===== src/rtl/swms_pkg.sv =====
// shared types and constants for the sliding window mean and deviation block
`default_nettype none
package swms_pkg;

  localparam int WIN_MAX  = 256;
  localparam int WIN_AW   = $clog2(WIN_MAX);
  localparam int CNT_W    = 9;
  localparam int SAMPLE_W = 16;
  localparam int SUM_W    = 25;
  localparam int SQS_W    = 40;
  localparam int DIV_W    = 48;
  localparam int REM_W    = 16;
  localparam int ROOT_W   = 24;
  localparam int OUT_W    = 24;

  typedef enum logic [0:0] {
    REQ_ADD   = 1'b0,
    REQ_CLEAR = 1'b1
  } req_type_t;

  typedef struct packed {
    logic                       clear;
    logic signed [SAMPLE_W-1:0] sample;
  } q_item_t;

  typedef struct packed {
    logic             start;
    logic [REM_W-1:0] rem_init;
    logic [DIV_W-1:0] dividend;
    logic [REM_W-1:0] divisor;
  } div_req_t;

  typedef struct packed {
    logic             busy;
    logic             done;
    logic [DIV_W-1:0] quotient;
  } div_rsp_t;

  typedef struct packed {
    logic             start;
    logic [DIV_W-1:0] radicand;
  } sqrt_req_t;

  typedef struct packed {
    logic              busy;
    logic              done;
    logic [ROOT_W-1:0] root;
  } sqrt_rsp_t;

  typedef enum logic [3:0] {
    S_IDLE,
    S_SQ,
    S_UPD,
    S_MUL_LO,
    S_MUL_HI,
    S_NUM,
    S_MDIV,
    S_MWAIT,
    S_SDIV,
    S_SWAIT,
    S_SQRT,
    S_QWAIT,
    S_DONE
  } state_t;

endpackage
`default_nettype wire


===== src/rtl/swms_div.sv =====
// iterative restoring divider, one quotient bit per cycle
`default_nettype none
module swms_div (
  input  wire logic               clk,
  input  wire logic               rst,
  input  wire swms_pkg::div_req_t req,
  output swms_pkg::div_rsp_t      rsp
);
  import swms_pkg::*;

  localparam int STEP_W = $clog2(DIV_W);

  logic [REM_W-1:0]  rem;
  logic [DIV_W-1:0]  quo;
  logic [REM_W-1:0]  dvs;
  logic [STEP_W-1:0] step;
  logic              busy;
  logic              done;
  logic [REM_W:0]    trial;
  logic              qbit;
  logic [REM_W:0]    diff;
  logic [REM_W-1:0]  rem_next;

  always_comb begin
    trial    = {rem, quo[DIV_W-1]};
    diff     = trial - {1'b0, dvs};
    qbit     = (trial >= {1'b0, dvs});
    rem_next = qbit ? diff[REM_W-1:0] : trial[REM_W-1:0];
  end

  always_ff @(posedge clk) begin
    if (rst) begin
      busy <= 1'b0;
      done <= 1'b0;
    end else begin
      done <= 1'b0;
      if (req.start) begin
        busy <= 1'b1;
      end else if (busy && step == STEP_W'(DIV_W - 1)) begin
        busy <= 1'b0;
        done <= 1'b1;
      end
    end
  end

  always_ff @(posedge clk) begin
    if (req.start) begin
      rem  <= req.rem_init;
      quo  <= req.dividend;
      dvs  <= req.divisor;
      step <= '0;
    end else if (busy) begin
      rem  <= rem_next;
      quo  <= {quo[DIV_W-2:0], qbit};
      step <= step + STEP_W'(1);
    end
  end

  assign rsp.busy     = busy;
  assign rsp.done     = done;
  assign rsp.quotient = quo;

endmodule
`default_nettype wire


===== config.mk =====
export PLATFORM = sky130hd
export DESIGN_NAME = swms_div
export DESIGN_NICKNAME = d
export VERILOG_FILES = /design/src/rtl/swms_pkg.sv /design/src/rtl/swms_div.sv
export SDC_FILE = /design/constraint.sdc
export NUM_CORES = 1
export LEC_CHECK = 0
export BUFFER_PORTS_ARGS = -buffer_cell sky130_fd_sc_hd__buf_2
export CAP_MARGIN = 20
export CORE_UTILIZATION = 35
export DETAILED_ROUTE_END_ITERATION = 12
export PLACE_DENSITY = 0.56
export SYNTH_ARGS = -nofsm -noshare
export SYNTH_HDL_FRONTEND = slang
export SYNTH_SLANG_ARGS = --single-unit

===== constraint.sdc =====
create_clock -name clk -period 2.9 [get_ports clk]
set_clock_uncertainty 0.05 [all_clocks]
set_input_delay 0 -clock clk [delete_from_list [all_inputs] [get_ports clk]]
set_output_delay 0 -clock clk [all_outputs]
set_load 0.1 [all_outputs]

-- Word level (Yosys, flattened, before mapping)
Cells that the tools add are included.
- register bits after elaboration: 88
- input port bits: 83
- logic and storage cells: 22
- $add $sub $neg: 2
- order comparisons: 1
- equality and inequality tests: 1
- mux-type cells: 8
- reductions and logical operators: 4
- operators with widths (kind ; number):
    $mux 48 ; 2
    $mux 16 ; 3
    $ge 17x16->1 ; 1
    $sub 16x16->16 ; 1
    $add 6x1->6 const B ; 1
    $eq 6x6->1 const B ; 1
    $reduce_bool 2->1 ; 2
    $mux 1 ; 3
    $reduce_or 2->1 ; 1
    $logic_and 1x1->1 ; 1

-- Longest topological paths before layout
- word-level depth: 4
- gate-level depth with buffers: 10

-- Worst setup path after synthesis
OpenSTA, ideal clock, no wires.
- kind: reg-to-reg
- start: register quo[47]
- end: register rem[10] (data pin)
- arrival time: 2.726 ns
- required time: 2.589 ns
- slack: -0.137 ns
- cell stages (with the launch flop): 11
- buffers on the path: 0
- cell sequence: edfxtp_1 -> inv_1 -> ha_1 -> inv_1 -> fa_1 -> a21o_1 -> a221oi_4 -> o21ai_0 -> xnor2_1 -> a211oi_1 -> a221o_1
- cells in the longest elaborated chain, start to end: 4
- elaborated cells on any way between the ends: 5
- those cells by class: 1 x add/sub; 1 x order compare; 3 x mux
- ends and longest elaborated chain (element ; line ; text):
    start: declaration ; swms_div.sv:14 ; logic [DIV_W-1:0] quo;
    start signal: assignment ; swms_div.sv:49 ; quo <= req.dividend;
    start signal: assignment ; swms_div.sv:54 ; quo <= {quo[DIV_W-2:0], qbit};
    $sub 16x16->16 / $ge 17x16->1 (equally long branches) ; swms_div.sv:26, swms_div.sv:27 ;
    $mux 16 * ; swms_div.sv:28 ; rem_next = qbit ? diff[REM_W-1:0] : trial[REM_W-1:0];
    $mux 16 * ; swms_div.sv:52 ; end else if (busy) begin
    $mux 16 * ; swms_div.sv:47 ; if (req.start) begin
    end signal: assignment ; swms_div.sv:48 ; rem <= req.rem_init;
    end signal: assignment ; swms_div.sv:53 ; rem <= rem_next;
    end: declaration ; swms_div.sv:13 ; logic [REM_W-1:0] rem;
Every way passes the cells marked *; elsewhere a longest branch is shown, timed or not. The select of a mux whose other input is x is not followed.
A chain may end at the register's enable or synchronous reset.

-- Worst setup path in the final report
- start: register rem[3]
- end: register rem[3] (data pin)
- cells in the longest elaborated chain, start to end: 4
- ends and longest elaborated chain (element ; line ; text):
    $ge 17x16->1 ; swms_div.sv:27 ; qbit = (trial >= {1'b0, dvs});
    $mux 16 ; swms_div.sv:28 ;
    $mux 16 ; swms_div.sv:52 ;
    $mux 16 ; swms_div.sv:47 ;
No other way between the ends. The select of a mux whose other input is x is not followed.

==> results.yml <==
outcome:
  outcome: "completed"
routing:
  wl_um: 11620
  wire_per_inst_um: 15.60
  via_count: 3687
  drt_iter0_drc: 166
  vias_per_cell: 4.949
  drc: 0
  ant_nets: 0
  first_pass_iters: 4
yosys:
  synth_common_cells: "edfxtp_1, mux2_2, inv_1"
  async_flop_share_pct: 0
  ys_warn_count: 0
  syn_area_um2: 4735
  ys_types: 60
  synth.area.top_cells: "edfxtp_1, mux2_2, ha_1"
  synth.most_common_cell: "edfxtp_1"
  ys_ff_latch: 88
  syn_inst: 357
  synth_flop_cell: "edfxtp_1"
  synth-edff-count: 80
  synth_seq_area_share_pct: 54.12
  synth_area_leader_cell: "edfxtp_1"
  synth_top_cell_area_share_pct: 50.74
  syn_nets: 458
  avgSynthCellArea_um2: 13.26
die:
  initial_core_util_pct: 35.75
  die_h_um: 118.3
  die_w_um: 118.3
  die_area_um2: 14000
  row_count: 42
  coreArea_um2: 13240
  ios: 133
final_layout:
  final_core_util_pct: 50.23
  syn_to_final_growth_pct: 40.49
  final_area_um2: 6651
  n_antenna_cell: 0
  nets: 666
  drive_gt1_share_pct: 38.49
power:
  power.density_nw_per_um2: 703.2
  cellLeakagePower_nw: 2.693
  vdd_drop_max_uv: 510.0
  power.total_mw: 4.677
global_routing:
  antenna_found_initial: 0
  grt_use_total_pct: 17.47
  grt_pass1_vias: 3933
  grt_max_degree: 80
  grt_pass1_wl_um: 19130
  grt_overflow: 0
sta:
  hold_ws_ns: 0.02618
  final_max_slew_viol_count: 0
  final-setup-viol-count: 0
  slew_headroom_pct: 41.59
  fmax_ghz: 0.3719
  min_period_ns: 2.689
  rsz0062_at_grt: "no"
  final-hold-violation-count: 0
  timing.final.crit_share_pct: 92.71
  worst_slew_pin_slew_ns: 0.8762
clock_network:
  cts_made_buffers: 9
  cts_tree: "yes"
  cts-htree-levels: 3
  clock_sinks: 88
  cts_resized: 0
  clock_path_buffers: 2
  path_clk_slew_ns: 0.06
  clock_latency_ns: 0.34
  root_buffer: "clkbuf_16"
place:
  dp_hpwl_um: 7535
  place_area_um2: 5598
  io_buffers: 132
  place.gp.congestion: 0.7744
critical_path:
  cp.arrival_ns: 2.71
  cp.required_ns: 2.92
  timing.critical_path.to_type: "flip-flop"
  startpoint_type: "flip-flop"
  path_class: "reg2reg"
  cp_max_fo: 12
worst_hold_path:
  hold_class: "in2reg"
flow_run:
  maxCapViolCount: 0
## path summary, 6_finish.rpt
check | from | end | slack [ns] | depth (start not counted)
worst max-delay path | rem[3]$_DFFE_PP_ | rem[3]$_DFFE_PP_ | 0.21 | 7
worst min-delay path | req[64] | rem[0]$_DFFE_PP_ | 0.03 | 3
worst max register to register | rem[3]$_DFFE_PP_ | rem[3]$_DFFE_PP_ | 0.21 | 7
worst min register to register | step[5]$_SDFFE_PP0P_ | step[5]$_SDFFE_PP0P_ | 0.44 | 2
## logic make-up (layout without fill, tap and decap cells)
group | count (synthesis) | after routing | synth area share [%]
buffers and inverters | 40 | 252 | 3.515
AOI/OAI and AO/OA | 76 | 76 | 13.64
xor gates and xnor gates | 16 | 16 | 2.960
adders and majority gates | 18 | 18 | 4.915
and+or+nand+nor | 71 | 71 | 9.461
DFF | 88 | 88 | 54.12
muxes | 48 | 48 | 11.39
## layout by cell type, fill, tap and decap left out, types with 2 or more instances in the layout
| master | Yosys | routed |
|---|---|---|
| nor3_1 | 5 | 5 |
| buf_12 | 0 | 2 |
| nand4_1 | 4 | 4 |
| dfxtp_1 | 8 | 8 |
| clkbuf_16 | 0 | 9 |
| a21oi_1 | 20 | 20 |
| buf_2 | 1 | 131 |
| a211oi_1 | 3 | 3 |
| a221o_1 | 2 | 2 |
| mux2_2 | 47 | 47 |
| clkinv_4 | 0 | 2 |
| buf_4 | 2 | 3 |
| or3_1 | 2 | 2 |
| nand2b_1 | 5 | 5 |
| nor2_1 | 10 | 10 |
| edfxtp_1 | 80 | 80 |
| o31a_1 | 2 | 2 |
| xor2_1 | 11 | 11 |
| nand4b_1 | 7 | 7 |
| ha_1 | 17 | 16 |
| clkinv_1 | 0 | 2 |
| xnor2_1 | 5 | 5 |
| o211ai_1 | 3 | 3 |
| dlygate4sd3_1 | 0 | 79 |
| o21ai_0 | 7 | 6 |
| a21o_1 | 6 | 6 |
| nand2_1 | 16 | 16 |
| a32oi_1 | 4 | 4 |
| o311ai_2 | 4 | 4 |
| inv_1 | 22 | 21 |
| o31ai_1 | 5 | 5 |
| nor2b_1 | 7 | 7 |
| and3_1 | 3 | 3 |
| o311ai_0 | 3 | 3 |
| o21a_1 | 4 | 4 |
## registers in the layout, indices dropped and copies added, names as in the netlist
name	flops
quo	48
dvs	16
rem	16
step	6
busy	1
done	1
## stage by stage
| step | setup slack, ns | cells | setup TNS [ns] |
|---|---|---|---|
| after global placement | 0.3000 | 651 | 0 |
| after global routing | 0.02718 | 745 | 0 |
| final | 0.2114 | 745 | 0 |
| after floorplan | -0.001450 | 357 | -0.001450 |
| after CTS | 0.1916 | 745 | 0 |
| after detailed placement | 0.2088 | 651 | 0 |
## layer usage
metal | up-vias | share of wire [%] | track usage (%)
li1 | 1785 | - | -
met1 | 1767 | 43 | 20.90
met2 | 124 | 49 | 29.49
met3 | 11 | 6.4 | 6.081
met4 | 0 | 1.3 | 5.208
met5 | - | 0 | 0
## critical path, cell delays in order, from the launching register on
cell and delay, ns:
edfxtp_1 0.40, ha_1 0.42, a21o_1 0.28, a31oi_4 0.22, a21boi_4 0.10, o31a_4 0.40, nor2_4 0.34, o311ai_0 0.20
## where the power goes
part	switching [mW]	internal (mW)
logic	1.27	0.659
registers	0.0882	1.60
clock network	0.492	0.571
## timing repair
item | 4_1_cts | 5_1_grt
hold endpoints to repair | 80 | 0
hold buffers | 79 | 0
buffers inserted | 0 | 0
## cell type report
class                   instances  area, um^2
clock buffers                   9       225.2
clock inverters                 6       37.54
fillers                      1226        6591
inverters                      22       82.58
multi-input cells             229        2014
flip-flops and latches         88        2562
well taps                     176       220.2
repair buffers                215        1509
Power figures use the tool's default switching activity.
