$ cat src/rtl/swms_pkg.sv
// shared types and constants for the sliding window mean and deviation block
`default_nettype none
package swms_pkg;

  localparam int WIN_MAX  = 256;
  localparam int WIN_AW   = $clog2(WIN_MAX);
  localparam int CNT_W    = 9;
  localparam int SAMPLE_W = 16;
  localparam int SUM_W    = 25;
  localparam int SQS_W    = 40;
  localparam int DIV_W    = 48;
  localparam int REM_W    = 16;
  localparam int ROOT_W   = 24;
  localparam int OUT_W    = 24;

  typedef enum logic [0:0] {
    REQ_ADD   = 1'b0,
    REQ_CLEAR = 1'b1
  } req_type_t;

  typedef struct packed {
    logic                       clear;
    logic signed [SAMPLE_W-1:0] sample;
  } q_item_t;

  typedef struct packed {
    logic             start;
    logic [REM_W-1:0] rem_init;
    logic [DIV_W-1:0] dividend;
    logic [REM_W-1:0] divisor;
  } div_req_t;

  typedef struct packed {
    logic             busy;
    logic             done;
    logic [DIV_W-1:0] quotient;
  } div_rsp_t;

  typedef struct packed {
    logic             start;
    logic [DIV_W-1:0] radicand;
  } sqrt_req_t;

  typedef struct packed {
    logic              busy;
    logic              done;
    logic [ROOT_W-1:0] root;
  } sqrt_rsp_t;

  typedef enum logic [3:0] {
    S_IDLE,
    S_SQ,
    S_UPD,
    S_MUL_LO,
    S_MUL_HI,
    S_NUM,
    S_MDIV,
    S_MWAIT,
    S_SDIV,
    S_SWAIT,
    S_SQRT,
    S_QWAIT,
    S_DONE
  } state_t;

endpackage
`default_nettype wire

$ cat src/rtl/swms_isqrt.sv
// iterative integer square root, one root bit per cycle
`default_nettype none
module swms_isqrt (
  input  wire logic                clk,
  input  wire logic                rst,
  input  wire swms_pkg::sqrt_req_t req,
  output swms_pkg::sqrt_rsp_t      rsp
);
  import swms_pkg::*;

  localparam int STEPS  = DIV_W / 2;
  localparam int STEP_W = $clog2(STEPS);

  logic [DIV_W-1:0]  val;
  logic [DIV_W-1:0]  root;
  logic [DIV_W-1:0]  onebit;
  logic [STEP_W-1:0] step;
  logic              busy;
  logic              done;
  logic [DIV_W-1:0]  trial;
  logic              ge;

  always_comb begin
    trial = root + onebit;
    ge    = (val >= trial);
  end

  always_ff @(posedge clk) begin
    if (rst) begin
      busy <= 1'b0;
      done <= 1'b0;
    end else begin
      done <= 1'b0;
      if (req.start) begin
        busy <= 1'b1;
      end else if (busy && step == STEP_W'(STEPS - 1)) begin
        busy <= 1'b0;
        done <= 1'b1;
      end
    end
  end

  always_ff @(posedge clk) begin
    if (req.start) begin
      val    <= req.radicand;
      root   <= '0;
      onebit <= {2'b01, {(DIV_W-2){1'b0}}};
      step   <= '0;
    end else if (busy) begin
      val    <= ge ? (val - trial) : val;
      root   <= ge ? ((root >> 1) + onebit) : (root >> 1);
      onebit <= onebit >> 2;
      step   <= step + STEP_W'(1);
    end
  end

  assign rsp.busy = busy;
  assign rsp.done = done;
  assign rsp.root = root[ROOT_W-1:0];

endmodule
`default_nettype wire

$ cat config.mk
export PLATFORM = sky130hd
export DESIGN_NAME = swms_isqrt
export DESIGN_NICKNAME = d
export VERILOG_FILES = /design/src/rtl/swms_pkg.sv /design/src/rtl/swms_isqrt.sv
export SDC_FILE = /design/constraint.sdc
export NUM_CORES = 1
export LEC_CHECK = 0
export BUFFER_PORTS_ARGS = -buffer_cell sky130_fd_sc_hd__buf_4
export CAP_MARGIN = 10
export CORE_ASPECT_RATIO = 1.25
export CORE_MARGIN = 2
export CORE_UTILIZATION = 40
export DETAILED_ROUTE_END_ITERATION = 12
export MAX_ROUTING_LAYER = met4
export PLACE_DENSITY = 0.55
export SETUP_SLACK_MARGIN = 0.05
export SLEW_MARGIN = 20
export SYNTH_ARGS = -nofsm -noshare
export SYNTH_HDL_FRONTEND = slang
export SYNTH_SLANG_ARGS = --single-unit
$ cat constraint.sdc
create_clock -name clk -period 7.52 [get_ports clk]
set_input_delay 0.752 -clock clk [delete_from_list [all_inputs] [get_ports clk]]
set_output_delay 0.752 -clock clk [all_outputs]
set_load 0.01 [all_outputs]
Yosys cells after proc, flatten, opt, wreduce, memory -nomap -nowiden
Cells that the tools add are included.
- add/sub/neg operators: 4
- magnitude comparators: 1
- equal/unequal tests: 1
- mux-type cells: 7
- reductions and logical operators: 6
- operators with widths (kind ; count):
    2-to-1 mux 48 bit ; 4
    adder 47 x 47 -> 48 bit ; 1
    adder 48 x 47 -> 48 bit ; 1
    greater-or-equal comparator 48 bit ; 1
    subtractor 48 bit ; 1
    nonzero test 2 bit ; 3
    adder 5 x 1 -> 5 bit (second input constant) ; 1
    equality test 5 bit (second input constant) ; 1
    2-to-1 mux 1 bit ; 3
    AND reduction 2 bit ; 1
    OR reduction 2 bit ; 1
    logical AND 1 bit ; 1
- register bits after elaboration: 127
- input bits: 51
- output and inout bits: 26
- logic and storage cells: 25

Longest topological paths before layout
Gate-level depths: netlist (run 1).
- depth in word-level cells: 5
- gate-level depth with buffers: 27
- mapped depth without buffers: 23

Worst setup path after synthesis (run 1)
No wires, ideal clock.
- kind: flip-flop to flip-flop
- start point: reg root[2]
- end point: reg val[0], enable pin
- setup time: 0.583 ns
- data arrival time: 5.350 ns
- data required time: 6.937 ns
- setup slack: 1.587 ns
- cell stages (with the launch flop): 24
- buffers on the path: 3
- period minus slack after synthesis: 5.933 ns
- path through: dfxtp_1 > ha_1 > a31oi_1 > a211oi_1 > a221o_1 > a21o_1 > a21oi_2 > o21ai_1 > nand3_1 > nand2b_1 > a31oi_1 > xor2_1 > ha_1 > clkbuf_1 > a21o_1 > o21bai_1 > a41oi_1 > o21ai_0 > a221oi_1 > and2_1 > buf_2 > clkbuf_1 > nand2b_1 > nand2_1
- cells in the longest elaborated chain, start to end: 4
- RTL lines (what ; RTL line ; RTL):
    from (decl) ; swms_isqrt.sv:15 ; logic [DIV_W-1:0] root;
    from (signal assigned) ; swms_isqrt.sv:51 ; root <= ge ? ((root >> 1) + onebit) : (root >> 1);
    adder 48 x 47 -> 48 bit ; swms_isqrt.sv:24 ; trial = root + onebit;
    greater-or-equal comparator 48 bit ; swms_isqrt.sv:25 ; ge = (val >= trial);
    nonzero test 2 bit (no line) ; n/a ;
    AND reduction 2 bit (no line) ; n/a ;
    to (signal assigned) ; swms_isqrt.sv:45 ; val <= req.radicand;
    to (signal assigned) ; swms_isqrt.sv:50 ; val <= ge ? (val - trial) : val;
    to (decl) ; swms_isqrt.sv:14 ; logic [DIV_W-1:0] val;
Every way passes these cells.
A chain may end at the register's enable or synchronous reset.

Final worst setup path (run 1)
- start point: reg root[2]
- end point: reg val[17], enable pin
Same word-level chain as after synthesis.

==> results of run 1 <==
## worst register-to-register path, cell delays in order (launching register included)
cell and delay (ns):
sky130_fd_sc_hd__dfxtp_1 0.44, sky130_fd_sc_hd__ha_1 0.31, sky130_fd_sc_hd__a31oi_1 0.33, sky130_fd_sc_hd__a211oi_1 0.24, sky130_fd_sc_hd__a221o_1 0.41, sky130_fd_sc_hd__a41oi_1 0.32
sky130_fd_sc_hd__o21bai_1 0.14, sky130_fd_sc_hd__a31oi_1 0.26, sky130_fd_sc_hd__nor2_1 0.07, sky130_fd_sc_hd__nor2_1 0.16, sky130_fd_sc_hd__o21bai_1 0.10, sky130_fd_sc_hd__xnor2_1 0.15
sky130_fd_sc_hd__ha_1 0.41, sky130_fd_sc_hd__nand2_1 0.15, sky130_fd_sc_hd__nor2_1 0.29, sky130_fd_sc_hd__a21oi_1 0.11, sky130_fd_sc_hd__o311ai_0 0.48, sky130_fd_sc_hd__o21ai_0 0.22
sky130_fd_sc_hd__and2_2 0.24, sky130_fd_sc_hd__nand2b_1 0.19, sky130_fd_sc_hd__nand2_2 0.31, sky130_fd_sc_hd__buf_4 0.53
## report_power, final
part	leakage [uW]	switching, uW	internal [uW]
combinational	0.00337	1310	876
sequential	0.00113	145	934
clock	0.000322	337	596
## metal layers
| metal | track usage, % | part of all wire, % | routed length (um) |
|---|---|---|---|
| met1 | 24.1 | 42 | 12800 |
| met2 | 40.0 | 52 | 16000 |
| met3 | 3.91 | 3.2 | 976 |
| met4 | 8.19 | 2.8 | 856 |
| met5 | - | 0 | 0 |
## state kept, by name (all words and copies together) (netlist names)
name / flops
busy: 1
done: 1
onebit: 24
root: 48
step: 5
val: 48
## cell usage in the layout, fill, tap and decap left out, types with 27 or more instances in the layout
master	instances
sky130_fd_sc_hd__nand4_1	27
sky130_fd_sc_hd__buf_4	82
sky130_fd_sc_hd__nand2_1	142
sky130_fd_sc_hd__xnor2_1	54
sky130_fd_sc_hd__edfxtp_1	48
sky130_fd_sc_hd__a21oi_1	89
sky130_fd_sc_hd__mux2i_1	42
sky130_fd_sc_hd__a21o_1	31
sky130_fd_sc_hd__a211oi_1	29
sky130_fd_sc_hd__nor2_1	136
sky130_fd_sc_hd__inv_1	30
sky130_fd_sc_hd__ha_1	99
sky130_fd_sc_hd__dfxtp_1	78
sky130_fd_sc_hd__xor2_1	52
sky130_fd_sc_hd__o21ai_0	120
sky130_fd_sc_hd__a31oi_1	37
## cell type report
cell class / count / area (um^2) / area share [%]
Multi-Input combinational cell: 1130 / 7520 / 60.7
Timing Repair Buffer: 83 / 636 / 5.13
Clock buffer: 20 / 479 / 3.87
Inverter: 30 / 113 / 0.909
Sequential cell: 127 / 3030 / 24.4
Clock inverter: 12 / 176 / 1.42
Tap cell: 350 / 438 / 3.53
## cells by family after synthesis
family,Yosys count,synth area share [%]
muxes,48,4.38
AOI/OAI and AO/OA,441,25.6
adders and majority gates,100,11.3
DFF,127,27.2
and+or+nand+nor,435,18.0
xor gates and xnor gates,106,8.34
buffers and inverters,125,5.30
## final timing paths
| check | endpoint | cells past startpoint | startpoint | slack [ns] |
|---|---|---|---|---|
| worst max-delay path | val[17] | 21 | root[2] | 1.24 |
| worst min-delay path | done | 2 | rst | 0.48 |
| worst max register to register | val[17] | 21 | root[2] | 1.24 |
| worst min register to register | step[4] | 2 | step[4] | 0.51 |
## per-stage QoR
step           setup slack [ns]  utilization, %
4_1_cts                    1.16            45.1
5_1_grt                   0.657            45.1
3_3_place_gp               1.20            42.7
2_1_floorplan              1.59               -
6_report                   1.24            45.1
3_5_place_dp               1.17            42.7
==> parameters.txt, run 1 <==
Parameter                              Value

Min path
  Path class of the lowest-slack min-delay path ... primary input to flip-flop

Synthesis
  Number of enable-type register cells in the synthesized netlist ... 48
  Cells after synthesis ... approximately 1.4k
  Count of cell types in the netlist ... 73
  Largest cells by area after synthesis ... sky130_fd_sc_hd__dfxtp_1, sky130_fd_sc_hd__edfxtp_1, sky130_fd_sc_hd__ha_1
  Dominant synthesized flop cell ... sky130_fd_sc_hd__dfxtp_1
  Yosys reg bits ... 127
  Area leader, netlist ... sky130_fd_sc_hd__dfxtp_1
  Synth cell count leaders ... sky130_fd_sc_hd__nand2_1, sky130_fd_sc_hd__nor2_1, sky130_fd_sc_hd__o21ai_0
  Avg Synthesized Cell Area ... 8.06 um^2
  Post-Syn Area ... 11100 um^2
  Sequential area share after synthesis ... 27.2%
  Fraction of post-synthesis cell area in the top cell type by area ... 14.2%
  Synth async-reset ratio ... 0%
  Most frequently used cell type in the post-synthesis netlist ... sky130_fd_sc_hd__nand2_1
  Synth Warn # ... 0
  Net Count, Synth ... 1533

Worst setup path
  Worst Path Arrival ... around 6.4 ns
  WS Path Type ... flip-flop to flip-flop
  Critical path required time ... 7.59 ns
  Crit start category ... flip-flop
  Gate family responsible for the most delay along the worst path ... compound AO/OA/AOI/OAI gates
  Critical path, cell by cell ... ha_1 > a31oi_1 > a211oi_1 > a221o_1 > a41oi_1 > o21bai_1 > a31oi_1 > nor2_1 > nor2_1 > o21bai_1 > xnor2_1 > ha_1 > nand2_1 > nor2_1 > a21oi_1 > o311ai_0 > o21ai_0 > and2_2 > nand2b_1 > nand2_2 > buf_4
  Maximum fanout along the worst path ... 40
  Worst path max stage delay ... 0.53 ns
  Slowest stage cell, crit path ... sky130_fd_sc_hd__buf_4
  Combined buffer and inverter count along the critical path ... 1
  Crit path top cell by count ... sky130_fd_sc_hd__nor2_1
  Crit end category ... flip-flop

STA
  FMAX ... 159 MHz
  Minimum hold slack ... 0.481 ns
  Final period utilization ... a little over four fifths
  Final number of max-transition violations ... 0
  Headroom to the max-slew limit ... 38.9%
  Aggregate negative setup slack ... 0 ns
  Final Skew ... 0.0109 ns
  Post-layout min period ... between 6 and 7 ns
  Worst slew pin tran ... 0.911 ns
  Endpoints failing setup ... 0
  Final count of hold timing violations ... 0
  Unrepaired setup endpoints after global routing ... no

Final layout
  Fill count ... 2769
  Ant. Diodes ... 0
  Post-route cell area ... 12400 um^2
  Area growth from synthesis to layout ... 11.3%
  Layout Nets ... 1540
  Post-route insts no fill ... 1752
  Fraction of final layout cells sized beyond drive strength 1 ... 10.1%

Clock network
  Cts bufs inserted ... 17
  Post-CTS setup-driven buffer insertion count ... 0
  Maximum clock path buffer count ... 2
  Total of cells resized after clock tree synthesis ... 0
  TritonCTS clock tree ... yes
  Hold buffers post-CTS ... 0
  Sinks on the clock net ... 127
  Clock H-tree levels ... 4
  Clock tree root buffer cell ... sky130_fd_sc_hd__clkbuf_16
  Clock transition at the registers of the reported paths ... about 0.060 ns
  Insertion delay to the later sink of the worst-skew pair ... 0.44 ns

Place
  Count of buffers from port buffering ... 76
  Placed Cells incl. Taps ... 1720
  Final HPWL DP ... 23200 um
  Weighted congestion at the end of routability-driven global placement ... 0.906
  Standard cell area after detailed placement ... 11700 um^2

Die
  Die Outline Area ... 29200 um^2
  I/O Pins ... between 70 and 80
  Starting density of the core ... between 40% and 50%
  Vertical extent of the die ... 191 um
  Placement row count ... 68
  Core area ... 27500 um^2
  Die width ... approximately 150 um

Detailed routing
  Number of iterations in the first detailed-routing pass ... 4
  Number of nets with antenna violations after detailed routing ... 0
  Detail-routed via count per cell ... 5.67
  Average wire length per cell after detail routing ... 17.5 um
  Remaining DRCs ... 0
  Initial drt markers ... approximately 400
  Vias after detailed routing ... 9932
  Aggregate routed wire length ... 30700 um

Outcome
  Outcome ... complete, no violations

GRT
  Wire length of the first global-routing pass ... 50800 um
  GR Overflow Total ... 0
  Initial antenna violation count ... 0
  Vias in the first global route ... between 9k and 10k
  Largest net degree at the start of global routing ... 115
  All-Layer GR Usage ... 22.1%

Power
  Power density normalized to cell area ... 339 nW/um^2
  Final Total Pwr ... 4200 uW
  Worst IR drop on VDD ... roughly 0.24 mV
  Leakage ... ~0.0048 uW

Run
  Max cap viols ... 0
Note: power is estimated with default switching activity, not from simulation.
==> inputs of run 2 (changes only) <==
- PLACE_DENSITY: 0.55 -> 0.57
- clock period: 7.52 -> 5.3 ns (I/O delays scaled with it)
==> parameters.txt, run 2 (same netlist as run 1, synthesis figures left out) <==
Parameter                              Value

GRT
  Initial antenna violation count ... 0
  All-Layer GR Usage ... 22.9%
  Wire length of the first global-routing pass ... 52600 um
  Vias in the first global route ... 10.5k
  Largest net degree at the start of global routing ... between 150 and 200
  GR Overflow Total ... 0

Worst setup path
  R2R Path End ... root[41]
  Slowest stage cell, crit path ... sky130_fd_sc_hd__dfxtp_2
  WS Path Type ... flip-flop to flip-flop
  Register-to-register setup slack ... 0.20 ns
  Worst Path Arrival ... between 5 and 6 ns
  Crit start category ... flip-flop
  Worst path max stage delay ... about 0.33 ns
  Critical path, cell by cell ... ha_4 > buf_6 > a21oi_4 > o21ai_2 > a31o_4 > a211o_1 > a31o_2 > a31o_4 > a211o_1 > nor2b_1 > o21ai_1 > xor2_1 > ha_1 > nand4_1 > nor4_2 > o311ai_1 > a31oi_1 > o21ai_1 > and2_4 > buf_6 > buf_12 > or3_1 > a311oi_1
  Crit end category ... flip-flop
  RR Startpoint ... root[2]
  Critical path required time ... between 5 and 6 ns
  Maximum fanout along the worst path ... 6
  Worst reg2reg path depth ... 23

Final layout
  Largest registers ... root: 48 flops, val: 48 flops, onebit: 24 flops
  Ant. Diodes ... 0
  Area growth from synthesis to layout ... 23.5%
  Final core utilization ... 50.0%
  Layout Nets ... 1674
  Most frequent standard cell in the layout excluding fill and tap cells ... sky130_fd_sc_hd__buf_4
  Commonest cells after routing, fill and taps aside ... sky130_fd_sc_hd__buf_4, sky130_fd_sc_hd__nand2_1, sky130_fd_sc_hd__nor2_1
  Fraction of final layout cells sized beyond drive strength 1 ... 20.6%

Place
  Weighted congestion at the end of routability-driven global placement ... around 0.95
  Count of buffers from port buffering ... 76
  Final HPWL DP ... 24600 um

STA
  Final number of max-transition violations ... 0
  Post-layout min period ... 5.10 ns
  FMAX ... 196 MHz
  Unrepaired setup endpoints after global routing ... yes
  Final Skew ... 0.00903 ns
  Endpoints failing setup ... 0
  Headroom to the max-slew limit ... 36.7%
  Worst slew pin tran ... about 0.95 ns
  Final count of hold timing violations ... 0
  Final period utilization ... 96.2%

Detailed routing
  Aggregate routed wire length ... about 33000 um
  Number of nets with antenna violations after detailed routing ... 0
  Average wire length per cell after detail routing ... 17.5 um
  Detail-routed via count per cell ... 5.64
  Remaining DRCs ... 0
  Initial drt markers ... 466
  Number of iterations in the first detailed-routing pass ... 7
  Vias after detailed routing ... about 11k

Min path
  End point of the most critical hold path ... busy
  Hold_sp ... rst
  Path class of the lowest-slack min-delay path ... primary input to flip-flop
  Number of stages on the worst hold path ... 2

Die
  Starting density of the core ... between 40% and 50%
  Placement row count ... 68
  Die Outline Area ... 29200 um^2
  Die width ... 153 um
  Core area ... 27500 um^2
  I/O Pins ... 77
  Vertical extent of the die ... 191 um

Clock network
  Hold buffers post-CTS ... 0
  Clock H-tree levels ... 4
  Maximum clock path buffer count ... 2
  Insertion delay to the later sink of the worst-skew pair ... around 0.43 ns
  Sinks on the clock net ... 127
  Clock tree root buffer cell ... sky130_fd_sc_hd__clkbuf_16
  Clock transition at the registers of the reported paths ... about 0.060 ns
  TritonCTS clock tree ... yes
  Cts bufs inserted ... 17

Power
  Worst IR drop on VDD ... 0.237 mV
  Power density normalized to cell area ... 479 nW/um^2
  Final Total Pwr ... around 6600 uW
  Leakage ... ~0.0056 uW

Run
  Max cap viols ... 0

Outcome
  Outcome ... complete, no violations
==> run 2: changes by cell type in the layout (fill, tap and decap cells not counted), moves of 6 or more <==
cell / change
sky130_fd_sc_hd__o21ai_0: -6
sky130_fd_sc_hd__ha_1: -7
sky130_fd_sc_hd__dfxtp_2: +7
sky130_fd_sc_hd__buf_4: +124
sky130_fd_sc_hd__ha_4: +7
sky130_fd_sc_hd__dfxtp_1: -7
==> run 2: stage by stage <==
| step | area (um^2) | setup slack (ns) | cells | hold slack (ns) | setup TNS (ns) |
|---|---|---|---|---|---|
| 2_1_floorplan | 11100 | 0.0730 | 1382 | 0.463 | 0 |
| 3_3_place_gp | 12700 | -0.0976 | 1840 | 0.485 | -3.15 |
| 3_5_place_dp | 12700 | -0.119 | 1840 | 0.511 | -6.01 |
| 4_1_cts | 13300 | 0.0445 | 1873 | 0.244 | 0 |
| 5_1_grt | 13700 | -0.0101 | 1886 | 0.251 | -0.0142 |
| 6_report | 13700 | 0.202 | 1886 | 0.259 | 0 |
==> run 2: final cells by class <==
cell class              count  area [um^2]
clock buffers              23          489
clock inverters             9         80.1
fillers                  2658        13700
inverters                  30          113
multi-input cells        1130         7840
flip-flops and latches    127         3040
well taps                 350          438
repair buffers            217         1750
==> run 2: worst max-delay path by stage <==
| stage | startpoint | endpoint |
|---|---|---|
| 2_1_floorplan | root[2] | val[0] |
| 3_3_place_gp | root[22] | root[29] |
| 3_5_place_dp | root[0] | root[41] |
| 4_1_cts | root[0] | root[35] |
| 5_1_grt | root[2] | root[41] |
| 6_report | root[2] | root[41] |
==> run 2: report_power, final <==
part | switching, uW | total (uW) | internal, uW
Combinational | 2110 | 3920 | 1810
Sequential | 165 | 1490 | 1330
Clock | 479 | 1180 | 697
Total | 2760 | 6590 | 3830
==> run 2: layer usage <==
metal / wire (um) / track usage, % / vias to the layer above
met2: 16900 / 40.4 / 204
met4: 1460 / 11.1 / 0
li1: - / - / 5371
met1: 13600 / 25.2 / 4987
met3: 1050 / 3.64 / 79
met5: 0 / - / -
==> run 2: critical path: cells and delay by family, from the launching register on <==
kind,cells,cell delay (ns)
DFF,1,0.33
AOI/OAI and AO/OA,12,2.48
and+or+nand+nor,5,1.12
xor gates and xnor gates,1,0.09
buffers and inverters,3,0.39
adders and majority gates,2,0.57
==> run 2: what timing repair did <==
action	4_1_cts	5_1_grt
setup buffers	1	12
cloned	0	2
setup endpoints to repair	87	109
pin swaps	1	35
resized for setup	6	66
