===== src/rtl/swms_pkg.sv =====
// shared types and constants for the sliding window mean and deviation block
`default_nettype none
package swms_pkg;

  localparam int WIN_MAX  = 256;
  localparam int WIN_AW   = $clog2(WIN_MAX);
  localparam int CNT_W    = 9;
  localparam int SAMPLE_W = 16;
  localparam int SUM_W    = 25;
  localparam int SQS_W    = 40;
  localparam int DIV_W    = 48;
  localparam int REM_W    = 16;
  localparam int ROOT_W   = 24;
  localparam int OUT_W    = 24;

  typedef enum logic [0:0] {
    REQ_ADD   = 1'b0,
    REQ_CLEAR = 1'b1
  } req_type_t;

  typedef struct packed {
    logic                       clear;
    logic signed [SAMPLE_W-1:0] sample;
  } q_item_t;

  typedef struct packed {
    logic             start;
    logic [REM_W-1:0] rem_init;
    logic [DIV_W-1:0] dividend;
    logic [REM_W-1:0] divisor;
  } div_req_t;

  typedef struct packed {
    logic             busy;
    logic             done;
    logic [DIV_W-1:0] quotient;
  } div_rsp_t;

  typedef struct packed {
    logic             start;
    logic [DIV_W-1:0] radicand;
  } sqrt_req_t;

  typedef struct packed {
    logic              busy;
    logic              done;
    logic [ROOT_W-1:0] root;
  } sqrt_rsp_t;

  typedef enum logic [3:0] {
    S_IDLE,
    S_SQ,
    S_UPD,
    S_MUL_LO,
    S_MUL_HI,
    S_NUM,
    S_MDIV,
    S_MWAIT,
    S_SDIV,
    S_SWAIT,
    S_SQRT,
    S_QWAIT,
    S_DONE
  } state_t;

endpackage
`default_nettype wire


===== src/rtl/swms_front.sv =====
// request intake: classifies requests and queues them for the back end
`default_nettype none
module swms_front (
  input  wire logic                                clk,
  input  wire logic                                rst,
  input  wire logic                                in_valid,
  output logic                                     in_stall,
  input  wire logic                                req_type,
  input  wire logic signed [swms_pkg::SAMPLE_W-1:0] sample,
  output logic                                     q_valid,
  output swms_pkg::q_item_t                        q_item,
  input  wire logic                                q_pop
);
  import swms_pkg::*;

  q_item_t    entries [2];
  logic       wr_ptr;
  logic       rd_ptr;
  logic [1:0] fill;
  logic       push;
  logic       pop;

  assign in_stall = (fill == 2'd2);
  assign q_valid  = (fill != 2'd0);
  assign push     = in_valid && !in_stall;
  assign pop      = q_pop && q_valid;
  assign q_item   = entries[rd_ptr];

  always_ff @(posedge clk) begin
    if (rst) begin
      wr_ptr <= 1'b0;
      rd_ptr <= 1'b0;
      fill   <= 2'd0;
    end else begin
      if (push) begin
        wr_ptr <= !wr_ptr;
      end
      if (pop) begin
        rd_ptr <= !rd_ptr;
      end
      if (push && !pop) begin
        fill <= fill + 2'd1;
      end else if (pop && !push) begin
        fill <= fill - 2'd1;
      end
    end
  end

  // payload, no reset
  always_ff @(posedge clk) begin
    if (push) begin
      entries[wr_ptr].clear  <= (req_type_t'(req_type) == REQ_CLEAR);
      entries[wr_ptr].sample <= sample;
    end
  end

endmodule
`default_nettype wire


===== config.mk =====
export PLATFORM = sky130hd
export DESIGN_NAME = swms_front
export DESIGN_NICKNAME = d
export VERILOG_FILES = /design/src/rtl/swms_pkg.sv /design/src/rtl/swms_front.sv
export SDC_FILE = /design/constraint.sdc
export NUM_CORES = 1
export LEC_CHECK = 0
export BUFFER_PORTS_ARGS = -buffer_cell sky130_fd_sc_hd__buf_4
export CAP_MARGIN = 40
export CORE_AREA = 2 2 57 59
export DETAILED_ROUTE_END_ITERATION = 8
export DIE_AREA = 0 0 59 61
export PLACE_DENSITY = 0.79
export SLEW_MARGIN = 30
export SYNTH_ARGS = -nofsm -noshare
export SYNTH_HDL_FRONTEND = slang
export SYNTH_SLANG_ARGS = --single-unit

===== constraint.sdc =====
create_clock -name clk -period 2 [get_ports clk]
set_input_delay 0.2 -clock clk [delete_from_list [all_inputs] [get_ports clk]]
set_output_delay 0.2 -clock clk [all_outputs]
set_load 0.02 [all_outputs]

Yosys cells after proc, flatten, opt, wreduce, memory -nomap -nowiden

Memories as Yosys holds them, arrays and structs flattened. A register that Yosys moved wholly into a read port is not among the register bits.
Index checks and enable logic that the tools add are counted.

Register bits after elaboration: 4
Bits in writable memories: 34
Logic and storage cells: 24
Memories: 1

Memory list:

| memory  | depth | bits a word | rd ports | clocked after Yosys merged registers in | write ports | RTL line         | text |
|---|---|---|---|---|---|---|---|
| entries | 2     | 17          | 1        | 1                                       | 1           | swms_front.sv:16 | `q_item_t entries [2];` |

$add $sub $neg: 2
Eq/ne operators: 1
Mux-type cells: 6
Reduce and logical (&&, ||, !) cells: 11

Operators by type and width:

| kind                                                               | count |
|---|---|
| 1-bit logical NOT                                                  | 5 |
| 1-bit logical AND                                                  | 4 |
| 1-bit two-way mux                                                  | 4 |
| 2-bit two-way mux                                                  | 2 |
| 2-bit nonzero test                                                 | 2 |
| 2-bit by 1-bit adder with 2-bit output, second input constant      | 1 |
| 2-bit == test, second input constant                               | 1 |
| 2-bit by 1-bit subtractor with 2-bit output, second input constant | 1 |

Logic depth before layout (Yosys ltp)

Gate-level depths: netlist of the first run.

Depth after elaboration: 7
Mapped depth: 6

Worst setup path after synthesis of the first run

OpenSTA, ideal clock, no wires.

Kind: register to register
From: reg fill[1]
To: mem entries[0][0] (netlist bit) (enable)
Library setup time: 369 ps
Data arrival time: 1196 ps
Required time: 1631 ps
Setup slack: 435 ps
Cell stages (with the launch flop): 4
Buffers on the path: 0
Clock period less this slack: 1565 ps
Cell sequence: dfxtp_1 nor2b_2 or3_1 inv_1

Longest elaborated chain between the ends: 5

Ends and longest elaborated chain:

| what                                    | RTL line         | text |
|---|---|---|
| start, declared                         | swms_front.sv:19 | `logic [1:0] fill;` |
| start signal, assigned                  | swms_front.sv:42 | `fill <= fill + 2'd1;` |
| start signal, assigned                  | swms_front.sv:44 | `fill <= fill - 2'd1;` |
| 2-bit == test                           | swms_front.sv:23 | `assign in_stall = (fill == 2'd2);` |
| named net in_stall                      | swms_front.sv:7  | `output logic in_stall,` |
| 1-bit logical NOT                       | swms_front.sv:25 | `assign push = in_valid && !in_stall;` |
| 1-bit logical AND                       | swms_front.sv:25 |  |
| 1-bit two-way mux                       | swms_front.sv:51 | `if (push) begin` |
| 1-bit two-way mux (not written as such) | swms_front.sv:53 | `entries[wr_ptr].sample <= sample;` |
| end, declared                           | swms_front.sv:16 |  |

The timed path passes the listed nets, and every way through them passes these cells.

==> results.toml, run 1 <==
[placed_design]
dp_cells = 152
dp_hpwl_um = 1620
io_buffer_count = 39
globalplace.congestion = 0.654

[global_route]
grt_pass1_vias = 765
grt_use_met3_pct = 7.25
grt_use_met1_pct = 14.2
antenna_found_initial = 0
grt.met2_usage_pct = 20.3
grt_use_total_pct = 13.2
grt_max_degree = 12
grt_pass1_wl_um = 3220
top_usage_layer = "met2"
gr-total-overflow = 0

[detailed_routing]
drt-total-wl_um = 2190
vias = 791
vias_per_cell = 4.94
ant_nets = 0
drt_iter0_markers = 16
drt-wirelength-per-cell_um = 13.7
drt_first_pass_iters = 4
drc = 0

[worst_setup_path]
critical_path_class = "reg2out"
critical_path_peak_fanout = 11
end_kind = "primary output"
crit_arrival_ns = 1.60
rrSetupSlack_ns = 0.42
worstPathRequired_ns = 1.80
startpoint_type = "flip-flop"

[final_layout]
post-route-util_pct = 62.5
antenna_cells = 0
layout_common_cells = "buf_4, edfxtp_1, mux2_2"
layout_commonest_cell = "buf_4"
syn2layout_area_growth_pct = 27.8
fin_nets = 148
fin_cells = 160
drive_above_1_share_pct = 53.5

[timing]
finalCritPeriodShare_pct = 89.8
whs_ns = 0.0465
setup_viol = 0
drv_slew = 0
fin_tns_setup_ns = 0
min_period_ns = 1.80
max-slew-margin-rel_pct = 76.9
max_freq_mhz = 557
finalClockSkew_ns = 0.00399
rsz0062_at_grt = "false"
hold_viol_final = 0
worstMarginPinSlew_ns = 0.342

[die]
num_rows = 20
die_area_mm2 = 0.00360
io_pins = 40
die_h_um = 61
fp.dieW_um = 59
core_area_mm2 = 0.00295
start_util_pct = 48.9

[clock_tree]
clkTransAtPathRegs_ns = 0.10
cts_hold_buf = 0
cts_resized = 0
clock-sinks = 39
postCtsSetupRepairBufs = 0
root_buffer = "clkbuf_4"
clkLatencyLatePin_ns = 0.33
cts_buffers = 5
htree_levels = 2
cts_buffer_depth = 2
cts_tree = "done"

[power_and_ir_drop]
power_leakage_nw = 0.721
vdd_ir_drop_max_uv = 733
cellPowerDensity_mw_per_mm2 = 1220

[run_status]
outcome = "completed"

[synth]
ys_seq_area_share_pct = 77.6
syn_avg_cell_area_um2 = 18.5
syn_area_mm2 = 0.00145
synthDistinctLibCells = 15
synthesis.nets = 100
synth_seq_cells = 39
synthCells = 78
yosys_warnings = 0

[job]
max_cap_viol_count = 0

[min_path]
min_path_type = "in2reg"
-- cells in the mapped netlist --
cell	n	area share, %
dfxtp_1	5	6.9
edfxtp_1	34	71
or3_1	2	0.87
nor2b_2	1	0.61
a21oi_1	2	0.69
nor2_1	4	1.0
o21ai_0	3	1.0
or2_2	1	0.43
buf_4	1	0.52
xor2_1	3	1.8
inv_1	2	0.52
and2_1	1	0.43
ha_1	1	0.87
buf_2	1	0.35
mux2_2	17	13
-- area by class of cell --
| class | count | area, um^2 |
|---|---|---|
| flip-flops and latches | 39 | 1120 |
| fillers | 222 | 1110 |
| repair buffers | 43 | 323 |
| multi-input cells | 35 | 304 |
| clock buffers | 7 | 45.0 |
| well taps | 33 | 41.3 |
| inverters | 2 | 7.51 |
| clock inverters | 1 | 5.00 |
-- per-stage QoR --
stage | area (um^2) | setup slack, ns | power (W)
2_1_floorplan | 1450 | 0.435 | 0.00160
3_3_place_gp | 1800 | 0.503 | 0.00189
3_5_place_dp | 1800 | 0.438 | 0.00192
4_1_cts | 1850 | 0.152 | 0.00229
5_1_grt | 1850 | 0.0868 | 0.00237
6_report | 1850 | 0.204 | 0.00225
-- metal layers --
metal / wire length, um / vias up
li1: - / 387
met1: 935 / 369
met2: 1040 / 29
met3: 173 / 6
met4: 47 / 0
met5: 0 / -
-- path summary, 6_finish.rpt --
path | start | depth (start not counted) | end
setup / recovery | flip-flop | 3 | q_item[10]
hold / removal | sample[4] | 1 | entries[1][4]$_DFFE_PP_
setup reg to reg | fill[0]$_SDFFE_PP0P_ | 4 | fill[1]$_SDFFE_PP0P_
hold reg to reg | wr_ptr$_SDFFE_PP0N_ | 2 | wr_ptr$_SDFFE_PP0N_
-- power by group --
group	switching (W)	internal [W]	leakage (nW)	total, W
clock network	0.000225	0.000137	0.0293	0.000362
logic	0.000406	0.000392	0.333	0.000798
registers	0.0000604	0.00103	0.359	0.00109
total	0.000692	0.00156	0.721	0.00225
-- flip-flops by register name, indices dropped and copies added (netlist names), named ones only --
signal	flops
entries	34
fill	2
rd_ptr	1
wr_ptr	1
-- kinds of logic (layout without fill, tap and decap cells) --
| family | after synthesis | in the layout | synth area share [%] |
|---|---|---|---|
| and+or+nand+nor | 9 | 9 | 3.38 |
| AOI/OAI and AO/OA | 5 | 5 | 1.73 |
| adders and majority gates | 1 | 1 | 0.866 |
| buffers and inverters | 4 | 53 | 1.39 |
| DFF | 39 | 39 | 77.6 |
| muxes | 17 | 17 | 13.2 |
| xor gates and xnor gates | 3 | 3 | 1.82 |
-- worst max-delay path, stage by stage, from the launching register on --
cell and delay, ns:
dfxtp_1 0.50, buf_4 0.26, mux2_2 0.35, buf_4 0.16
(Power assumes the default switching activity.)
==> run 2, diff against run 1 <==
--- a/config.mk
+++ b/config.mk
@@ -5,12 +5,14 @@
 export SDC_FILE = /design/constraint.sdc
 export NUM_CORES = 1
 export LEC_CHECK = 0
+export ABC_AREA = 1
 export BUFFER_PORTS_ARGS = -buffer_cell sky130_fd_sc_hd__buf_4
 export CAP_MARGIN = 40
-export CORE_AREA = 2 2 57 59
+export CORE_AREA = 2 2 58 60
 export DETAILED_ROUTE_END_ITERATION = 8
-export DIE_AREA = 0 0 59 61
-export PLACE_DENSITY = 0.79
+export DIE_AREA = 0 0 60 62
+export GPL_ROUTABILITY_DRIVEN = 0
+export PLACE_DENSITY = 0.8
 export SLEW_MARGIN = 30
 export SYNTH_ARGS = -nofsm -noshare
 export SYNTH_HDL_FRONTEND = slang
==> results.toml, run 2 <==
[synth]
yosys.area.top_type = "edfxtp_1"
yosys_warnings = 0
synth_area_leaders = "edfxtp_1, mux2_4, dfxtp_1"
synthesis.nets = 112
synth_seq_cells = 39
syn_avg_cell_area_um2 = 16.9
ys.flop_type = "edfxtp_1"
synthDistinctLibCells = 15
synth.most_common_cell = "edfxtp_1"
ys_top_cells_by_count = "edfxtp_1, mux2_4, inv_1, nor2_1"
synth_top_area_share_pct = 66.9
synth-edff-count = 34
syn_area_mm2 = 0.00153
ys_async_sr_fraction_pct = 0
ys_seq_area_share_pct = 73.5
synthCells = 90

[detailed_routing]
ant_nets = 0
drt_iter0_markers = 23
drc = 0
drt_first_pass_iters = 4
drt-total-wl_um = 2470
drt-wirelength-per-cell_um = 13.3
vias = 878
vias_per_cell = 4.75

[power_and_ir_drop]
p_clk_share_pct = 20.3
netSwitchingFraction_pct = 30.0
power_leakage_nw = 0.799
internal_power_w = 0.00167
pwr-share-seq_pct = 45.1
combPwrFrac_pct = 34.6
p_sw_w = 0.000718
cellPowerDensity_mw_per_mm2 = 1220
vdd_ir_drop_max_uv = 736

[die]
die_h_um = 62
start_util_pct = 48.0
die_area_mm2 = 0.00372
num_rows = 21
io_pins = 40
core_area_mm2 = 0.00318
fp.dieW_um = 60

[final_layout]
syn2layout_area_growth_pct = 28.1
top_regs = "entries x34, fill x2"
drive_above_1_share_pct = 48.9
layout_common_cells = "buf_4, edfxtp_1, mux2_4"
layout_commonest_cell = "buf_4"
largest_reg_flops = 34
fin_nets = 161
regMostFlops = "entries"
antenna_cells = 0

[run_status]
outcome = "completed"

[timing]
rsz0062_at_grt = "false"
worstMarginPinSlew_ns = 0.245
setup_viol = 0
drv_slew = 0
finalClockSkew_ns = 0.0101
min_period_ns = 1.78
max_freq_mhz = 561
fin_tns_setup_ns = 0
finalCritPeriodShare_pct = 89.2
max-slew-margin-rel_pct = 83.7
whs_ns = 0.0329
hold_viol_final = 0

[worst_setup_path]
r2r_end = "fill[1]$_SDFFE_PP0P_"
cpMaxStageDelayCell = "dfxtp_1"
end_kind = "primary output"
critical_path_peak_fanout = 15
critical-path-max-stage-delay_ns = 0.41
worstSetupPathDepth = 3
worstPathRequired_ns = 1.80
crit_path_end = "q_item[14]"
critical_path_class = "reg2out"
path_buf_inv = 2
r2r_cells = 9
crit_arrival_ns = 1.58
crit_chain = "buf_4 -> mux2_2 -> buf_4"
startpoint_type = "flip-flop"
crit_family = "buffers and inverters"
cp_common_cell = "buf_4"
rrSetupSlack_ns = 0.54
reg2reg_from = "fill[0]$_SDFFE_PP0P_"

[global_route]
gr-total-overflow = 0
grt_use_total_pct = 14.6
grt_max_degree = 16
grt_pass1_vias = 853
grt_pass1_wl_um = 3730
antenna_found_initial = 0

[clock_tree]
cts_buffers = 5
cts_tree = "done"
cts_buffer_depth = 2
clkTransAtPathRegs_ns = 0.11
cts_hold_buf = 0
cts_resized = 0
postCtsSetupRepairBufs = 0
htree_levels = 2
root_buffer = "clkbuf_4"
clkLatencyLatePin_ns = 0.34
clock-sinks = 39

[job]
max_cap_viol_count = 0

[min_path]
min_path_type = "in2reg"

[placed_design]
dp_hpwl_um = 1830
io_buffer_count = 39
## run 2: changes by cell type after synthesis, sizes merged, moves of 2 or more
cell	previous run	this run
inv	2	8
nand2	0	7
nand3	0	2
nor2	4	8
or3	2	0
xor2	3	0
## run 2: worst min-delay path by stage
stage | start | to | slack [ns] | cells past startpoint
after floorplan | sample[0] | entries[0][0]$_DFFE_PP_ | 0.30 | 0
after global placement | sample[15] | entries[0][15]$_DFFE_PP_ | 0.39 | 1
after detailed placement | sample[15] | entries[0][15]$_DFFE_PP_ | 0.39 | 1
after CTS | sample[15] | entries[1][15]$_DFFE_PP_ | 0.02 | 1
after global routing | sample[8] | entries[1][8]$_DFFE_PP_ | 0.02 | 1
final | sample[15] | entries[1][15]$_DFFE_PP_ | 0.03 | 1
## run 2: logic make-up after synthesis
| logic type | share of synthesized area [%] |
|---|---|
| flip-flops | 73.5 |
| buffers and inverters | 4.02 |
| multiplexers | 15.0 |
| AO/OA/AOI/OAI | 1.89 |
| adder cells (fa/ha/maj) | 0.820 |
| AND/OR/NAND/NOR | 4.76 |
## run 2: area by class of cell
type	count	area [um^2]
Clock buffer	6	41.3
Clock inverter	1	30.0
Fill cell	260	1230
Inverter	8	30.0
Multi-Input combinational cell	41	343
Sequential cell	39	1120
Tap cell	46	57.6
Timing Repair Buffer	44	330
## run 2: power groups by stage
| stage | Clock (W) | Sequential, W | Combinational [W] |
|---|---|---|---|
| after global routing | 0.000536 | 0.00109 | 0.000897 |
| after global placement | 0 | 0.00109 | 0.000801 |
| after CTS | 0.000504 | 0.00108 | 0.000836 |
| after detailed placement | 0 | 0.00110 | 0.000832 |
| after floorplan | 0 | 0.00108 | 0.000562 |
| final | 0.000486 | 0.00108 | 0.000827 |
## run 2: through the flow
step	instances	area, um^2	setup slack, ns	utilization [%]	power, W
floorplan	90	1530	0.399	-	0.00165
global placement	178	1880	0.620	59.2	0.00189
detailed placement	178	1880	0.564	59.2	0.00193
CTS	185	1950	0.198	61.4	0.00242
global route	185	1950	0.149	61.4	0.00252
finish	185	1950	0.216	61.4	0.00239
## run 2: layer usage
layer / up-vias / wire [um] / track usage [%]
met5: - / 0 / 0
met4: 0 / 44 / 9.52
met3: 5 / 185 / 4.14
met2: 32 / 1260 / 24.8
met1: 419 / 978 / 16.0
li1: 422 / - / -
==> run 3, diff against run 2 <==
--- a/config.mk
+++ b/config.mk
@@ -12,7 +12,7 @@
 export DETAILED_ROUTE_END_ITERATION = 8
 export DIE_AREA = 0 0 60 62
 export GPL_ROUTABILITY_DRIVEN = 0
-export PLACE_DENSITY = 0.8
+export PLACE_DENSITY = 0.76
 export SLEW_MARGIN = 30
 export SYNTH_ARGS = -nofsm -noshare
 export SYNTH_HDL_FRONTEND = slang
==> results.toml, run 3 (synthesis gave the netlist of run 2 again) <==
[timing]
max-slew-margin-rel_pct = 81.7
hold_viol_final = 0
worstMarginPinSlew_ns = 0.275
max_freq_mhz = 546
rsz0062_at_grt = "false"
finalCritPeriodShare_pct = 91.5
worst_slack_ns = 0.170
setup_viol = 0
fin_tns_setup_ns = 0
min_period_ns = 1.83
drv_slew = 0
finalClockSkew_ns = 0.00518

[detailed_routing]
drt-wirelength-per-cell_um = 13.1
drc = 0
drt-total-wl_um = 2440
ant_nets = 0
drt_iter0_markers = 30
drt_first_pass_iters = 6
vias = 854
vias_per_cell = 4.59

[global_route]
gr-total-overflow = 0
grt_use_total_pct = 14.3
antenna_found_initial = 0
grt_pass1_wl_um = 3570
grt_pass1_vias = 823
grt_max_degree = 12

[final_layout]
layout_common_cells = "buf_4, edfxtp_1, mux2_4"
fillerInstances = 260
drive_above_1_share_pct = 49.3
fin_nets = 161
antenna_cells = 0
regMostFlops = "entries"
fin_cells = 186
top_regs = "entries x34, fill x2"
syn2layout_area_growth_pct = 27.9
layout_commonest_cell = "buf_4"
largest_reg_flops = 34

[worst_setup_path]
end_kind = "primary output"
crit_arrival_ns = 1.63
critical_path_peak_fanout = 11
worstPathRequired_ns = 1.80
reg2reg_from = "fill[0]$_SDFFE_PP0P_"
critical_path_class = "reg2out"
startpoint_type = "flip-flop"

[min_path]
min_from = "sample[3]"
min_path_type = "in2reg"

[clock_tree]
htree_levels = 2
clkTransAtPathRegs_ns = 0.10
cts_buffers = 5
cts_buffer_depth = 2
cts_tree = "done"
postCtsSetupRepairBufs = 0
clkLatencyLatePin_ns = 0.33
root_buffer = "clkbuf_4"
clock-sinks = 39
cts_hold_buf = 0
cts_resized = 0

[die]
io_pins = 40
core_area_mm2 = 0.00318
start_util_pct = 48.0
die_area_mm2 = 0.00372
fp.dieW_um = 60
die_h_um = 62
num_rows = 21

[placed_design]
dp_worst_setup_slack_ns = 0.522
io_buffer_count = 39
dp_hpwl_um = 1870
dp_cells = 178

[run_status]
outcome = "completed"

[power_and_ir_drop]
vdd_ir_drop_max_uv = 730
cellPowerDensity_mw_per_mm2 = 1200
power_leakage_nw = 0.799

[job]
max_cap_viol_count = 0
==> run 3: routing by layer <==
metal,GRT usage [%],share of wire [%],up-vias
li1,-,-,424
met1,14.9,39,390
met2,24.2,51,35
met3,6.21,7.6,5
met4,8.57,2.2,0
met5,0,0,-
==> run 3: report_power, final <==
part | internal [W] | switching [W]
sequential | 0.00103 | 0.0000546
clock | 0.000207 | 0.000228
combinational | 0.000384 | 0.000431
total | 0.00162 | 0.000713
==> run 3: final timing paths <==
path / slack (ns) / end / cells past startpoint
worst max-delay path: 0.17 / q_item[14] / 3
worst max register to register: 0.54 / fill[1]$_SDFFE_PP0P_ / 9
worst min register to register: 0.51 / wr_ptr$_SDFFE_PP0N_ / 2
worst min-delay path: 0.05 / entries[1][3]$_DFFE_PP_ / 1
==> run 3: cell type report <==
| cell class | instances | area, um^2 | area share, % |
|---|---|---|---|
| timing repair buffer | 44 | 330 | 16.9 |
| sequential | 39 | 1120 | 57.5 |
| multi-input combinational | 41 | 343 | 17.6 |
| clock buffer | 8 | 68.8 | 3.53 |
| inverter | 8 | 30.0 | 1.54 |
| tap | 46 | 57.6 | 2.95 |
==> run 3: per-stage QoR <==
step / hold WS (ns) / area (um^2) / utilization, % / power [W]
after floorplan: 0.299 / 1530 / - / 0.00165
after global placement: 0.386 / 1880 / 59.2 / 0.00189
after detailed placement: 0.389 / 1880 / 59.2 / 0.00193
after CTS: 0.0300 / 1950 / 61.4 / 0.00236
after global routing: 0.0161 / 1950 / 61.4 / 0.00247
final: 0.0455 / 1950 / 61.4 / 0.00234
==> run 3: worst max-delay path, stage by stage, from the launching register on <==
cell and delay, ns:
dfxtp_1 0.49, buf_4 0.30, mux2_2 0.36, buf_4 0.16
